## src/design/hoet_ram.sv

```systemverilog
// Generic single-write, single-read synchronous RAM, registered read.
// No dependencies.
module hoet_ram #(
  parameter int WIDTH = 8,
  parameter int DEPTH = 16
) (
  input  logic                     clk,
  input  logic                     we,
  input  logic [$clog2(DEPTH)-1:0] wa,
  input  logic [WIDTH-1:0]         wd,
  input  logic                     re,
  input  logic [$clog2(DEPTH)-1:0] ra,
  output logic [WIDTH-1:0]         rd
);
  logic [WIDTH-1:0] mem [DEPTH];

  always_ff @(posedge clk) begin
    if (we) begin
      mem[wa] <= wd;
    end
    if (re) begin
      rd <= mem[ra];
    end
  end
endmodule

```

## config.mk

```make
export PLATFORM = sky130hd
export DESIGN_NAME = hoet_ram
export DESIGN_NICKNAME = d
export VERILOG_FILES = /design/src/design/hoet_ram.sv
export SDC_FILE = /design/constraint.sdc
export NUM_CORES = 1
export LEC_CHECK = 0
export BUFFER_PORTS_ARGS = -buffer_cell sky130_fd_sc_hd__buf_2
export CAP_MARGIN = 40
export CORE_MARGIN = 4
export CORE_UTILIZATION = 50
export CTS_CLUSTER_SIZE = 28
export DETAILED_ROUTE_END_ITERATION = 6
export GPL_ROUTABILITY_DRIVEN = 1
export MAX_ROUTING_LAYER = met4
export PLACE_DENSITY = 0.73
export SETUP_SLACK_MARGIN = 0.3
export SLEW_MARGIN = 20
export SYNTH_ARGS = -nofsm -noshare
export SYNTH_HDL_FRONTEND = slang
export SYNTH_SLANG_ARGS = --single-unit
```

## constraint.sdc

```tcl
create_clock -name clk -period 2.6 [get_ports clk]
set_input_delay 0.39 -clock clk [delete_from_list [all_inputs] [get_ports clk]]
set_output_delay 0.39 -clock clk [all_outputs]
set_load 0.05 [all_outputs]
```

==> results_dict.tcl <==
set metrics [dict create \
    drv_slew 0 \
    io_buffers 26 \
    fin_ws_ns 1.11 \
    initial_utilization_pct 51.1 \
    critical_path_buf_inv_count 1 \
    htreeDepth 4 \
    worstSkewPairLatency_ns 0.51 \
    antenna_left 0 \
    dp.final_hpwl_mm 6.03 \
    critPathSlowestCell "edfxtp_1" \
    place.gp.congestion 0.780 \
    via_count 2463 \
    crit_path_max_fanout 1 \
    crit_arrival_ns 1.10 \
    synth-seq-cells 136 \
    avgSynthCellArea_um2 22.8 \
    hold_violations 0 \
    rows 37 \
    yosys.cell_types.count 18 \
    pwr-share-clk_pct 46.6 \
    antenna_found_initial 0 \
    final_cell_mix "edfxtp_1 (136), buf_2 (26), mux4_2 (18)" \
    drt_iter0_markers 258 \
    first_pass_iters 4 \
    power.switching_mw 1.02 \
    slowest_delay_ns 0.33 \
    ys_seq_area_share_pct 78.1 \
    yosysWarnings 0 \
    regToRegStartpoint "mem[5][2]" \
    areaGrowthSynthToFinish_pct 18.3 \
    path_class "reg2out" \
    post-route-min-period_ns 1.49 \
    clock_path_buffers 2 \
    routed_wl_mm 9.74 \
    grt_overflow 0 \
    cts_tree "yes" \
    root_buffer "clkbuf_8" \
    fmax_ghz 0.669 \
    fin_crit_sh_pct 57.5 \
    syn-num-nets 248 \
    track_usage_pct 19.2 \
    cts.sinks 136 \
    crit_required_ns 2.21 \
    grt_pass1_vias 2587 \
    irDropWorstVdd_mv 0.399 \
    synthCells 229 \
    startpoint_type "register" \
    crit_chain "buf_2" \
    wl_per_cell_um 22.6 \
    endpoint_kind "output port" \
    drive_gt1_share_pct 31.3 \
    leakage_nw 2.09 \
    cts.reportedPaths.clkPinSlew_ns 0.06 \
    die_h_um 110 \
    tightest_slew_ns 0.817 \
    fin_setup_tns_ns 0 \
    pin_count 27 \
    place_ws_ns 0.625 \
    holdBufCountCts 0 \
    nNetsFinal 301 \
    via_per_inst 5.73 \
    startpoint "rd[2]" \
    powerDensity_nw_per_um2 829 \
    grt_start_max_net_pins 33 \
    cp_top_family "flip-flops" \
    cts_buffers 17 \
    comb_power_share_pct 5.0 \
    antenna_cells 0 \
    netlist_area_um2 5230 \
    drc 0 \
    dieWidth_um 110 \
    rsz0062_at_grt "false" \
    final_common_cell "edfxtp_1" \
    swShare_pct 19.9 \
    seq_power_share_pct 48.4 \
    cap_violations 0 \
    postCtsSetupRepairBufs 0 \
    hp-class "in2reg" \
    final_core_util_pct 60.5 \
    skew_ns 0.00762 \
    coreArea_um2 10200 \
    slew_headroom_pct 45.4 \
    min_from "re" \
    die-area_um2 12200 \
    status "finished clean" \
    setup_viol_count_final 0 \
    p_int_mw 4.10 \
    grt_pass1_wl_mm 15.5 \
    post_cts_resized 0 \
]
[metal layers]
layer	vias to the layer above	track usage, %	part of all wire (%)
met2	97	28.6	50
li1	1087	-	-
met3	10	5.47	6.9
met4	0	6.86	1.3
met1	1269	25.7	42
met5	-	-	0
[worst paths after layout]
kind	endpoint	slack, ns	cells after the start
setup / recovery	rd[2]	1.11	1
hold / removal	rd[3]	0.22	1
setup reg to reg	rd[2]	1.11	3
hold reg to reg	rd[5]	0.75	3
[layout make-up]
cell class                 count  area [µm²]
sequential                   136        4080
multi-input combinational     83        1060
fill                         726        4050
tap                          136         170
timing repair buffer          44         278
clock inverter                14         183
clock buffer                  17         414
[metrics by stage]
stage | std cells | area [µm²] | hold slack (ns) | total power, mW
floorplan | 229 | 5230 | 0.489 | 2.69
global placement | 399 | 5590 | 0.725 | 2.78
detailed placement | 399 | 5590 | 0.735 | 2.79
CTS | 430 | 6190 | 0.201 | 5.18
global route | 430 | 6190 | 0.204 | 5.31
finish | 430 | 6190 | 0.222 | 5.13
[cell usage after synthesis, drive strengths merged]
cell type	number	area (µm²)
buf	7	56.3
nor2b	1	6.26
nor2	13	48.8
nand2b	2	12.5
nand3	1	5.00
mux4	32	773
nor3	4	20.0
a22oi	16	120
nand3b	2	15.0
and2b	1	7.51
clkdlybuf4s25	3	30.0
edfxtp	136	4080
and2	1	6.26
nand2	9	33.8
or3b	1	8.76
[sequential cells by signal, indices dropped and copies added, names as in the netlist]
register and flops:
rd 8, mem 128
[power groups by stage]
| stage | registers (mW) | logic [mW] | clock network (mW) |
|---|---|---|---|
| 2_1_floorplan | 2.56 | 0.125 | 0 |
| 3_3_place_gp | 2.53 | 0.252 | 0 |
| 3_5_place_dp | 2.53 | 0.260 | 0 |
| 4_1_cts | 2.48 | 0.261 | 2.43 |
| 5_1_grt | 2.49 | 0.281 | 2.54 |
| 6_report | 2.48 | 0.258 | 2.39 |
[cells by family (layout without fill, tap and decap cells)]
| logic type | Yosys count | count (layout) | synth area share, % |
|---|---|---|---|
| flops | 136 | 136 | 78.1 |
| compound gates | 16 | 16 | 2.30 |
| buf+inv | 10 | 75 | 1.65 |
| mux | 32 | 32 | 14.8 |
| simple gates | 35 | 35 | 3.14 |
Note: power is estimated with default switching activity, not from simulation.
